==> src/rtl/pli_pkg.sv <==
`timescale 1ns / 1ps
package pli_pkg;

   localparam int MAX_POINTS = 64;
   localparam int PTR_W      = $clog2(MAX_POINTS);
   localparam int CNT_W      = $clog2(MAX_POINTS + 1);
   localparam int DATA_W     = 16;
   localparam int DIV_STEPS  = DATA_W;
   localparam int DIV_CNT_W  = $clog2(DIV_STEPS);

   localparam logic [CNT_W-1:0] MAX_COUNT = CNT_W'(MAX_POINTS);

   localparam logic [1:0] CMD_CLEAR = 2'd0;
   localparam logic [1:0] CMD_ADD   = 2'd1;
   localparam logic [1:0] CMD_QUERY = 2'd2;

   localparam logic [1:0] STS_OK    = 2'd0;
   localparam logic [1:0] STS_FULL  = 2'd1;
   localparam logic [1:0] STS_EMPTY = 2'd2;
   localparam logic [1:0] STS_ORDER = 2'd3;

   typedef struct packed {
      logic cap_en;
      logic exec_en;
      logic scan_en;
      logic mult_en;
      logic div_en;
      logic sign_en;
      logic out_load;
   } pli_cmd_type;

   typedef struct packed {
      logic go_scan;
      logic scan_more;
      logic scan_interp;
      logic div_last;
   } pli_stat_type;

endpackage

==> src/rtl/pli_ctrl.sv <==
`timescale 1ns / 1ps
module pli_ctrl (
   input  logic                  clock,
   input  logic                  reset,
   input  logic                  req_valid,
   output logic                  req_stall,
   output logic                  rsp_valid,
   input  logic                  rsp_stall,
   input  pli_pkg::pli_stat_type stat,
   output pli_pkg::pli_cmd_type  cmd
);
   import pli_pkg::*;

   typedef enum logic [6:0] {
      S_IDLE   = 7'b0000001,
      S_EXEC   = 7'b0000010,
      S_SCAN   = 7'b0000100,
      S_MULT   = 7'b0001000,
      S_DIV    = 7'b0010000,
      S_SIGN   = 7'b0100000,
      S_FINISH = 7'b1000000
   } state_type;

   state_type state_ff, state_in;
   logic      rsp_valid_ff, rsp_valid_in;
   logic      out_free;

   assign req_stall = (state_ff != S_IDLE);
   assign rsp_valid = rsp_valid_ff;
   assign out_free  = !rsp_valid_ff || !rsp_stall;

   always_comb begin
      state_in     = state_ff;
      rsp_valid_in = rsp_valid_ff && rsp_stall;
      cmd          = '0;
      unique case (state_ff)
         S_IDLE: begin
            if (req_valid) begin
               cmd.cap_en = 1'b1;
               state_in   = S_EXEC;
            end
         end
         S_EXEC: begin
            cmd.exec_en = 1'b1;
            state_in    = stat.go_scan ? S_SCAN : S_FINISH;
         end
         S_SCAN: begin
            cmd.scan_en = 1'b1;
            if (!stat.scan_more) begin
               state_in = stat.scan_interp ? S_MULT : S_FINISH;
            end
         end
         S_MULT: begin
            cmd.mult_en = 1'b1;
            state_in    = S_DIV;
         end
         S_DIV: begin
            cmd.div_en = 1'b1;
            if (stat.div_last) begin
               state_in = S_SIGN;
            end
         end
         S_SIGN: begin
            cmd.sign_en = 1'b1;
            state_in    = S_FINISH;
         end
         S_FINISH: begin
            // hold the result until the output register is free
            if (out_free) begin
               cmd.out_load = 1'b1;
               rsp_valid_in = 1'b1;
               state_in     = S_IDLE;
            end
         end
         default: begin
            state_in = S_IDLE;
         end
      endcase
   end

   always_ff @(posedge clock) begin
      if (reset) begin
         state_ff     <= S_IDLE;
         rsp_valid_ff <= 1'b0;
      end else begin
         state_ff     <= state_in;
         rsp_valid_ff <= rsp_valid_in;
      end
   end

endmodule

==> src/rtl/pli_datapath.sv <==
`timescale 1ns / 1ps
module pli_datapath (
   input  logic                 clock,
   input  logic                 reset,
   input  logic [1:0]           req_command,
   input  logic signed [15:0]   req_x_pos,
   input  logic signed [15:0]   req_y_level,
   input  pli_pkg::pli_cmd_type cmd,
   output pli_pkg::pli_stat_type stat,
   output logic signed [15:0]   rsp_level,
   output logic [1:0]           rsp_status
);
   import pli_pkg::*;

   logic [1:0]               cmd_ff;
   logic signed [DATA_W-1:0] q_ff;
   logic signed [DATA_W-1:0] yin_ff;
   logic [CNT_W-1:0]         count_ff, count_in;
   logic signed [DATA_W-1:0] last_x_ff;

   logic signed [DATA_W-1:0] mem_x [MAX_POINTS];
   logic signed [DATA_W-1:0] mem_y [MAX_POINTS];
   logic signed [DATA_W-1:0] rd_x_ff, rd_y_ff;

   logic [PTR_W-1:0]         scan_idx_ff, scan_idx_in;
   logic signed [DATA_W-1:0] prev_x_ff, prev_y_ff;

   logic signed [DATA_W-1:0] y1_ff;
   logic                     neg_ff;
   logic [DATA_W-1:0]        dy_mag_ff, dq_mag_ff, den_ff;

   logic [DATA_W-1:0]        rem_ff, sh_ff;
   logic [DIV_CNT_W-1:0]     div_cnt_ff;

   logic signed [DATA_W-1:0] res_level_ff, rsp_level_ff;
   logic [1:0]               res_status_ff, rsp_status_ff;

   logic                     full, order_bad, wr_en;
   logic                     below, idx_has_next;
   logic [CNT_W-1:0]         idx_next_w;
   logic signed [DATA_W:0]   dy;
   logic [DATA_W:0]          dq, den, div_t, div_diff;
   logic                     div_ge;
   logic [DATA_W+1:0]        quo_s, sum;

   assign full      = (count_ff == MAX_COUNT);
   assign order_bad = (count_ff != '0) && (q_ff < last_x_ff);
   assign wr_en     = cmd.exec_en && (cmd_ff == CMD_ADD) && !full && !order_bad;

   assign below        = (rd_x_ff < q_ff);
   assign idx_next_w   = {1'b0, scan_idx_ff} + CNT_W'(1);
   assign idx_has_next = (idx_next_w < count_ff);

   assign stat.go_scan     = (cmd_ff == CMD_QUERY) && (count_ff != '0);
   assign stat.scan_more   = below && idx_has_next;
   assign stat.scan_interp = !below && (scan_idx_ff != '0) && (rd_x_ff != q_ff);
   assign stat.div_last    = (div_cnt_ff == DIV_CNT_W'(DIV_STEPS - 1));

   // segment deltas; q lies strictly between x1 and x2 here
   assign dy  = {rd_y_ff[DATA_W-1], rd_y_ff} - {prev_y_ff[DATA_W-1], prev_y_ff};
   assign dq  = {q_ff[DATA_W-1], q_ff} - {prev_x_ff[DATA_W-1], prev_x_ff};
   assign den = {rd_x_ff[DATA_W-1], rd_x_ff} - {prev_x_ff[DATA_W-1], prev_x_ff};

   // restoring step; the quotient fits 16 bits since q - x1 < x2 - x1
   assign div_t    = {rem_ff, sh_ff[DATA_W-1]};
   assign div_ge   = (div_t >= {1'b0, den_ff});
   assign div_diff = div_t - {1'b0, den_ff};

   assign quo_s = neg_ff ? ((DATA_W+2)'(0) - {2'b00, sh_ff}) : {2'b00, sh_ff};
   assign sum   = {{2{y1_ff[DATA_W-1]}}, y1_ff} + quo_s;

   always_comb begin
      scan_idx_in = scan_idx_ff;
      if (cmd.cap_en) begin
         scan_idx_in = '0;
      end else if (cmd.scan_en && stat.scan_more) begin
         scan_idx_in = idx_next_w[PTR_W-1:0];
      end
   end

   always_comb begin
      count_in = count_ff;
      if (cmd.exec_en && (cmd_ff == CMD_CLEAR)) begin
         count_in = '0;
      end else if (wr_en) begin
         count_in = count_ff + CNT_W'(1);
      end
   end

   always_ff @(posedge clock) begin
      if (reset) begin
         count_ff <= '0;
      end else begin
         count_ff <= count_in;
      end
   end

   // breakpoint store: write on add, read always at the next scan index
   always_ff @(posedge clock) begin
      if (wr_en) begin
         mem_x[count_ff[PTR_W-1:0]] <= q_ff;
         mem_y[count_ff[PTR_W-1:0]] <= yin_ff;
      end
      rd_x_ff <= mem_x[scan_idx_in];
      rd_y_ff <= mem_y[scan_idx_in];
   end

   always_ff @(posedge clock) begin
      scan_idx_ff <= scan_idx_in;
      if (cmd.cap_en) begin
         cmd_ff <= req_command;
         q_ff   <= req_x_pos;
         yin_ff <= req_y_level;
      end
      if (wr_en) begin
         last_x_ff <= q_ff;
      end

      if (cmd.exec_en) begin
         res_level_ff <= '0;
         case (cmd_ff)
            CMD_ADD: begin
               if (full) begin
                  res_status_ff <= STS_FULL;
               end else if (order_bad) begin
                  res_status_ff <= STS_ORDER;
               end else begin
                  res_status_ff <= STS_OK;
               end
            end
            CMD_QUERY: begin
               if (count_ff == '0) begin
                  res_status_ff <= STS_EMPTY;
               end else begin
                  res_status_ff <= STS_OK;
               end
            end
            default: begin
               res_status_ff <= STS_OK;
            end
         endcase
      end

      if (cmd.scan_en) begin
         if (stat.scan_more) begin
            prev_x_ff <= rd_x_ff;
            prev_y_ff <= rd_y_ff;
         end else begin
            res_level_ff  <= rd_y_ff;
            res_status_ff <= STS_OK;
            y1_ff         <= prev_y_ff;
            neg_ff        <= dy[DATA_W];
            dy_mag_ff     <= dy[DATA_W] ? DATA_W'((DATA_W+1)'(0) - dy) : dy[DATA_W-1:0];
            dq_mag_ff     <= dq[DATA_W-1:0];
            den_ff        <= den[DATA_W-1:0];
         end
      end

      if (cmd.mult_en) begin
         {rem_ff, sh_ff} <= dy_mag_ff * dq_mag_ff;
         div_cnt_ff      <= '0;
      end else if (cmd.div_en) begin
         rem_ff     <= div_ge ? div_diff[DATA_W-1:0] : div_t[DATA_W-1:0];
         sh_ff      <= {sh_ff[DATA_W-2:0], div_ge};
         div_cnt_ff <= div_cnt_ff + DIV_CNT_W'(1);
      end

      if (cmd.sign_en) begin
         res_level_ff <= sum[DATA_W-1:0];
      end

      if (cmd.out_load) begin
         rsp_level_ff  <= res_level_ff;
         rsp_status_ff <= res_status_ff;
      end
   end

   assign rsp_level  = rsp_level_ff;
   assign rsp_status = rsp_status_ff;

endmodule

==> src/rtl/piecewise_linear_interpolator.sv <==
// Piecewise linear lookup table of up to 64 breakpoints in non-decreasing x.
// A request clears the table, appends a breakpoint or queries a level, and
// gives exactly one response. Clear, add, an empty query and the unused
// command pass from the execute state through the finish state to the
// response register. A query scans the breakpoint memory one entry per
// cycle from the start until the answer is known, after 1 to 64 entries;
// when it falls between two breakpoints, a 16x16 multiply step, 16 steps
// of the restoring divider and a sign-fix step follow. One request is
// worked on at a time; the next is taken while a finished response still
// waits to be collected.
`timescale 1ns / 1ps
module piecewise_linear_interpolator (
   input  logic               clock,
   input  logic               reset,
   input  logic               req_valid,
   output logic               req_stall,
   input  logic [1:0]         req_command,
   input  logic signed [15:0] req_x_pos,
   input  logic signed [15:0] req_y_level,
   output logic               rsp_valid,
   input  logic               rsp_stall,
   output logic signed [15:0] rsp_level,
   output logic [1:0]         rsp_status
);
   import pli_pkg::*;

   pli_cmd_type  cmd;
   pli_stat_type stat;

   pli_ctrl u_ctrl (
      .clock     (clock),
      .reset     (reset),
      .req_valid (req_valid),
      .req_stall (req_stall),
      .rsp_valid (rsp_valid),
      .rsp_stall (rsp_stall),
      .stat      (stat),
      .cmd       (cmd)
   );

   pli_datapath u_datapath (
      .clock       (clock),
      .reset       (reset),
      .req_command (req_command),
      .req_x_pos   (req_x_pos),
      .req_y_level (req_y_level),
      .cmd         (cmd),
      .stat        (stat),
      .rsp_level   (rsp_level),
      .rsp_status  (rsp_status)
   );

endmodule

==> config.mk <==
export PLATFORM = sky130hd
export DESIGN_NAME = piecewise_linear_interpolator
export DESIGN_NICKNAME = d
export VERILOG_FILES = /design/src/rtl/pli_pkg.sv /design/src/rtl/pli_ctrl.sv /design/src/rtl/pli_datapath.sv /design/src/rtl/piecewise_linear_interpolator.sv
export SDC_FILE = /design/constraint.sdc
export NUM_CORES = 2
export LEC_CHECK = 0
export BUFFER_PORTS_ARGS = -buffer_cell sky130_fd_sc_hd__buf_2
export CAP_MARGIN = 40
export CORE_ASPECT_RATIO = 0.5
export CORE_MARGIN = 2
export CORE_UTILIZATION = 48
export DETAILED_ROUTE_END_ITERATION = 16
export SLEW_MARGIN = 20
export SYNTH_ARGS = -nofsm -noshare
export SYNTH_HDL_FRONTEND = slang
export SYNTH_SLANG_ARGS = --single-unit
==> constraint.sdc <==
create_clock -name clock -period 16.61 [get_ports clock]
set_input_delay 0.8305 -clock clock [delete_from_list [all_inputs] [get_ports clock]]
set_output_delay 0.8305 -clock clock [all_outputs]
set_load 0.05 [all_outputs]
-- After elaboration in Yosys (flattened, before gate mapping)
Memory sizes are Yosys's and may differ from the RTL's. A register that Yosys moved wholly into a read port is not among the register bits.
Index checks and enable logic that the tools add are counted.
- register bits: 240
- output and inout bits: 20
- bits in writable memories: 2048
- input bits: 38
- logic and storage cells: 123
- memories: 2
- memories (name ; words ; width ; rd ports ; clocked after memory_dff ; write ports ; RTL line ; RTL):
    u_datapath.mem_x ; 64 ; 16 ; 1 ; 1 ; 1 ; pli_datapath.sv:21 ; logic signed [DATA_W-1:0] mem_x [MAX_POINTS];
    u_datapath.mem_y ; 64 ; 16 ; 1 ; 1 ; 1 ; pli_datapath.sv:22 ; logic signed [DATA_W-1:0] mem_y [MAX_POINTS];
- equality and inequality tests: 17
- magnitude comparators: 4
- multipliers: 1
- bitwise gates (word level): 1
- add/sub/neg operators: 10
- multiplexer cells: 40
- reductions and logical operators: 26
- operator list (operator ; count):
    $mux W16 ; 11
    $pmux W7 S7 ; 1
    $sub A16 B16 Y16 ; 3
    $mux W7 ; 6
    $lt A16 B16 Y1 ; 2
    $mul A16 B16 Y32 ; 1
    $sub A1 B16 Y16 const A ; 2
    $ge A17 B16 Y1 ; 1
    $sub A16 B16 Y17 ; 1
    $add A16 B16 Y16 ; 1
    $ne A16 B16 Y1 ; 1
    $eq A7 B7 Y1 const B ; 2
    $mux W1 ; 13
    $mux W2 ; 6
    $mux W6 ; 2
    $logic_and A1 B1 Y1 ; 11
    $add A6 B1 Y7 const B ; 1
    $add A7 B1 Y7 const B ; 1
    $eq A7 B1 Y1 const B ; 1
    $eq A7 B2 Y1 const B ; 1
    $eq A7 B3 Y1 const B ; 1
    $eq A7 B4 Y1 const B ; 1
    $eq A7 B5 Y1 const B ; 1
    $eq A7 B6 Y1 const B ; 1
    20 further kinds ; 27

-- Depth between registers and ports, before layout
- word-level depth: 8
- depth in mapped cells: 27
- depth with buffers taken out: 25

-- By module
From an unflattened synthesis, not the netlist that was laid out.
- cells, all modules: 7790
- area, all modules: 103770.8 µm²
- modules (own cells, without submodules) (module ; cells an instance ; seq. area each (µm²) ; times used ; area an instance (µm²)):
    pli_datapath ; 7726 ; 68755.9 ; 1 ; 103197.7
    pli_ctrl ; 64 ; 160.2 ; 1 ; 573.0

-- Worst setup path before layout
OpenSTA, ideal clock, no wires.
- path kind: reg-to-reg
- from: register u_datapath.dq_mag_ff[1]
- to: register u_datapath.rem_ff[13], data pin
- required time: 16341 ps
- buffers on the path: 1
- clock period less this slack: 6833 ps
- cell stages (with the launch flop): 22
- slack: 9777 ps
- arrival: 6564 ps
- setup time: 269 ps
- path through: edfxtp_1 > clkbuf_1 > nand2_1 > fa_1 > fa_1 > inv_1 > fa_1 > fa_1 > fa_1 > inv_1 > fa_1 > inv_1 > ha_1 > and3_1 > a221o_1 > a2111oi_0 > o31ai_1 > a2111oi_0 > o31ai_1 > a41oi_1 > xor2_1 > a21oi_1
- longest elaborated chain between the ends: 2
- ends and longest elaborated chain (item ; RTL line ; RTL):
    start, declared ; pli_datapath.sv:30 ; logic [DATA_W-1:0] dy_mag_ff, dq_mag_ff, den_ff;
    start signal, assigned ; pli_datapath.sv:154 ; dq_mag_ff <= dq[DATA_W-1:0];
    $mul A16 B16 Y32 ; pli_datapath.sv:160 ; {rem_ff, sh_ff} <= dy_mag_ff * dq_mag_ff;
    $mux W16 ; pli_datapath.sv:159 ; if (cmd.mult_en) begin
    end signal, assigned ; pli_datapath.sv:160 ;
    end signal, assigned ; pli_datapath.sv:163 ; rem_ff <= div_ge ? div_diff[DATA_W-1:0] : div_t[DATA_W-1:0];
    end, declared ; pli_datapath.sv:32 ; logic [DATA_W-1:0] rem_ff, sh_ff;
No other way between the ends.
A chain may end at the register's enable or synchronous reset.

-- Worst setup path after layout
- from: register u_datapath.scan_idx_ff[1]
- to: register u_datapath.rd_y_ff[6] (read register of u_datapath.mem_y)
- longest elaborated chain between the ends: 6
- ends and longest elaborated chain (item ; RTL line ; RTL):
    start, declared ; pli_datapath.sv:25 ; logic [PTR_W-1:0] scan_idx_ff, scan_idx_in;
    start signal, assigned ; pli_datapath.sv:109 ; scan_idx_ff <= scan_idx_in;
    $add A6 B1 Y7 ; pli_datapath.sv:51 ; assign idx_next_w = {1'b0, scan_idx_ff} + CNT_W'(1);
    $lt A7 B7 Y1 ; pli_datapath.sv:52 ; assign idx_has_next = (idx_next_w < count_ff);
    $logic_and A1 B1 Y1 ; pli_datapath.sv:55 ; assign stat.scan_more = below && idx_has_next;
    $logic_and A1 B1 Y1 ; pli_datapath.sv:76 ; end else if (cmd.scan_en && stat.scan_more) begin
    $mux W6 * ; pli_datapath.sv:76 ;
    $mux W6 * ; pli_datapath.sv:74 ; if (cmd.cap_en) begin
    end, declared ; pli_datapath.sv:23 ; logic signed [DATA_W-1:0] rd_x_ff, rd_y_ff;
Mark *: on every way between the ends. The rest lies on a longest branch, timed or not.

==> PnR_summary.wiki <==
{| class="wikitable"
! Metric !! Value
|-
| Post-route clock period utilization || 48.60%
|-
| Mean Syn Cell Area || about 14 sq um
|-
| Proportion of power drawn by the clock network || between 40% and 50%
|-
| Cell area after technology mapping || around 100000 sq um
|-
| Cell depth of the worst flop-to-flop path || 21
|-
| Layout Area Growth over Synthesis || 12.04%
|-
| Worst-case clock skew || a little under 0.08 ns
|-
| Hold WC Path Type || in -> reg
|-
| Number of synthesis warnings || 0
|-
| Global-route wire length before repair || 451100 um
|-
| Detail-routed net length per standard cell || 30.27 um
|-
| Sum of routed wire length over all layers || roughly 320000 um
|-
| Combinational share of power || 2.2%
|-
| Top-level port count || 58
|-
| Leading cell type in the layout, fill and taps excluded || sky130_fd_sc_hd__edfxtp_1
|-
| Adder-cell area share of the yosys netlist || 6.733%
|-
| Remaining global-route overflow || 0
|-
| Multiplexer fraction of the synthesized cell area || under 10%
|-
| Fraction of final layout cells with drive strength greater than 1 || 10.52%
|-
| Number of antenna violations at the first check in global routing || 23
|-
| Largest net degree at the start of global routing || between 100 and 150
|-
| Width of the die || between 600 and 700 um
|-
| Layout Nets || roughly 8000
|-
| Core Footprint || about 210000 sq um
|-
| DRC errors left || 0
|-
| Largest buffer count on any clock path || 4
|-
| Root Buffer Master || sky130_fd_sc_hd__clkbuf_16
|-
| Transition at the pin with the smallest max-transition slack || 1.009 ns
|-
| Clock sink total || ~2300
|-
| Vias || roughly 64000
|-
| Critical path endpoint category || flop
|-
| Initial DRC count || 9006
|-
| Share of total power in sequential cells || around 56%
|-
| Largest family of logic cells by synthesized area || simple AND/OR/NAND/NOR gates
|-
| Type of the worst setup path || reg -> reg
|-
| Slew headroom || about a third
|-
| Overall die area || around 220000 sq um
|-
| Final setup violation count || 0
|-
| Compound-Gate Fraction of Synth Area || under 10%
|-
| Setup bufs post-CTS || 0
|-
| Placement Setup Slack || about 8.6 ns
|-
| Data required time at the worst endpoint || approximately 17 ns
|-
| Pwr/cell area || between 100 and 150 nW/um^2
|-
| Clock-pin transition on the worst setup and hold timing paths || 0.07 ns
|-
| Highest clock rate || approximately 120 MHz
|-
| Netlist cell types || 83
|-
| Number of pins exceeding their max-slew limit in the final report || 0
|-
| Cell type with the largest total area after synthesis || sky130_fd_sc_hd__edfxtp_1
|-
| Number of synthesized flops with an enable pin || between 2000 and 2500
|-
| Clock period minus final worst setup slack || 8.073 ns
|-
| Cell types occupying the most area after synthesis || sky130_fd_sc_hd__edfxtp_1 66%, sky130_fd_sc_hd__nand2_1 4.6%, sky130_fd_sc_hd__mux2i_1 4.2%
|-
| Net switching power || approximately 0.0024 W
|-
| Pint || around 0.0091 W
|-
| Post-Synth XOR/XNOR Area || 1.044%
|-
| Number of fillers in the final layout || between 15000 and 20000
|-
| Setup repair after global routing missed its margin || no
|-
| Top-area cell type share of the netlist area || between 60 and 70%
|-
| Leak pwr || just under 40 nW
|-
| Kind of launch point of the worst setup path || flop
|-
| Total number of placement rows || about 120
|-
| Worst hold path stage count || 1
|-
| Worst Path Arrival || slightly below 9 ns
|-
| Detailed-router iteration count before antenna repair || 8
|-
| Switching share of total power || around a fifth
|-
| Antenna violation net count after detailed routing || 0
|-
| Vias in the first global route || just over 60000
|-
| Later-pin clock latency in the skew report || 0.88 ns
|-
| Number of standard cells after synthesis || around 7300
|-
| Routability congestion estimate || 0.8859
|-
| Summed negative setup slack over all endpoints || 0 ns
|-
| Largest fanout on the critical path || 130
|-
| Proportion of synthesized flip-flops having asynchronous set or reset || 0%
|-
| CTS buffer count || 212
|-
| Number of hold-repair buffers added at the cts stage || 0
|-
| Max rail drop VDD || roughly 0.000093 V
|-
| Result of the run || completed
|-
| IO buf count || 57
|-
| Final setup margin || between 8 and 9 ns
|-
| Die height || 329.2 um
|-
| Detailed placement HPWL || 190900 um
|-
| Area fraction in and, or, nand and nor cells after synthesis || under 10%
|-
| Count of max-cap constraint violations || 0
|-
| Register area share after synthesis || approximately two thirds
|-
| Clock tree from TritonCTS || done
|-
| Starting density of the core || between 40% and 50%
|-
| Hold Fails Final Rpt || 0
|-
| Number of register bits inferred by synthesis || roughly 2300
|-
| H-tree levels || 4
|-
| Dominant register cell in the synthesized netlist || sky130_fd_sc_hd__edfxtp_1
|-
| Routed via count divided by cell count || between 6 and 7
|-
| Highest-count cells in the layout ignoring fill and taps || 2245 x sky130_fd_sc_hd__edfxtp_1, 1249 x sky130_fd_sc_hd__nand2_1, 597 x sky130_fd_sc_hd__a21oi_1
|-
| Post_cts resized || 0
|-
| Synthesized net count || around 8000
|-
| Combined global-route utilization of all metal layers || roughly 29%
|}
## metrics by stage
stage | hold WS, ns | total power [W] | instance area, sq um | cells | utilization [%]
after floorplan | 0.4001 | 0.006689 | 101500 | 7308 | -
after global placement | 0.4160 | 0.006821 | 106200 | 10060 | 50.49
after detailed placement | 0.4147 | 0.006827 | 106800 | 10110 | 50.77
after CTS | 0.08230 | 0.01152 | 113400 | 10490 | 53.90
after global routing | 0.08958 | 0.01177 | 113700 | 10510 | 54.06
final | 0.1213 | 0.01150 | 113800 | 10520 | 54.07
## routing by layer
layer / track usage [%] / wire length [um] / up-vias
met2: 44.33 / 139300 / 3615
met3: 7.344 / 39040 / 490
met4: 8.806 / 10340 / 10
met5: 0 / 66 / -
li1: - / - / 27430
met1: 42.43 / 129600 / 32360
## power groups by stage
stage	sequential (W)	clock, W	combinational, W
after floorplan	0.00664	0	0.0000446
after global placement	0.00659	0	0.000229
after detailed placement	0.00659	0	0.000236
after CTS	0.00646	0.00482	0.000236
after global routing	0.00646	0.00505	0.000260
final	0.00646	0.00478	0.000251
## area by class of cell
cell class	instances	area [sq um]	share of cell area [%]
Antenna cell	7	17.52	0.01540
Clock buffer	284	5832	5.127
Clock inverter	98	740.7	0.6511
Inverter	365	1393	1.224
Multi-Input combinational cell	4258	30370	26.70
Sequential cell	2320	68920	60.58
Tap cell	2843	3557	3.127
Timing Repair Buffer	343	2929	2.575
## path summary, 6_finish.rpt
check	slack (ns)	endpoint	from
min reg2reg	0.42	u_datapath.rsp_level[5]	u_datapath.res_level_ff[5]
max reg2reg	8.54	u_datapath.rd_y_ff[6]	u_datapath.scan_idx_ff[1]
min	0.12	u_datapath.yin_ff[10]	req_y_level[10]
max	8.54	u_datapath.rd_y_ff[6]	u_datapath.scan_idx_ff[1]
## synth_stat cells, drive strengths merged, types with 13 or more instances
cell,instances
nor3,42
and3,25
mux4,46
a21o,40
dfxtp,75
nor2,183
xnor2,85
mux2i,431
o41ai,22
a21oi,598
a211oi,45
o22ai,158
a221oi,15
buf,149
o21ai,207
o2111ai,13
nand3,55
nor2b,18
nor4,95
a221o,13
fa,199
o21bai,13
or4,19
and2,131
ha,228
inv,359
nand2,1250
o31a,13
edfxtp,2245
a2111oi,45
a21boi,16
nand4,16
xor2,36
clkbuf,216
a31oi,41
## cell families after synthesis
group	count (synthesis)
AO/OA/AOI/OAI	1346
flip-flops	2320
adder cells (fa/ha/maj)	427
multiplexers	483
buffers and inverters	730
AND/OR/NAND/NOR	1881
XOR/XNOR	121
## worst max-delay path, stage by stage, from the launching register on
cell	delay [ns]
sky130_fd_sc_hd__dfxtp_1	0.45
sky130_fd_sc_hd__ha_1	0.38
sky130_fd_sc_hd__and3_1	0.27
sky130_fd_sc_hd__xnor2_1	0.15
sky130_fd_sc_hd__ha_1	0.28
sky130_fd_sc_hd__a21o_1	0.19
sky130_fd_sc_hd__a21oi_1	0.15
sky130_fd_sc_hd__o21ai_0	0.28
sky130_fd_sc_hd__a2111oi_0	0.66
sky130_fd_sc_hd__mux2_4	0.36
sky130_fd_sc_hd__mux2i_4	0.34
sky130_fd_sc_hd__buf_4	0.49
sky130_fd_sc_hd__buf_12	0.62
sky130_fd_sc_hd__buf_4	0.53
sky130_fd_sc_hd__buf_4	0.63
sky130_fd_sc_hd__buf_4	0.72
sky130_fd_sc_hd__nand2_1	0.11
sky130_fd_sc_hd__a21oi_1	0.16
sky130_fd_sc_hd__nor4_1	0.09
sky130_fd_sc_hd__buf_2	0.19
sky130_fd_sc_hd__o221ai_1	0.60
sky130_fd_sc_hd__o21a_1	0.21
No activity file was read; power rests on OpenSTA's default activity.
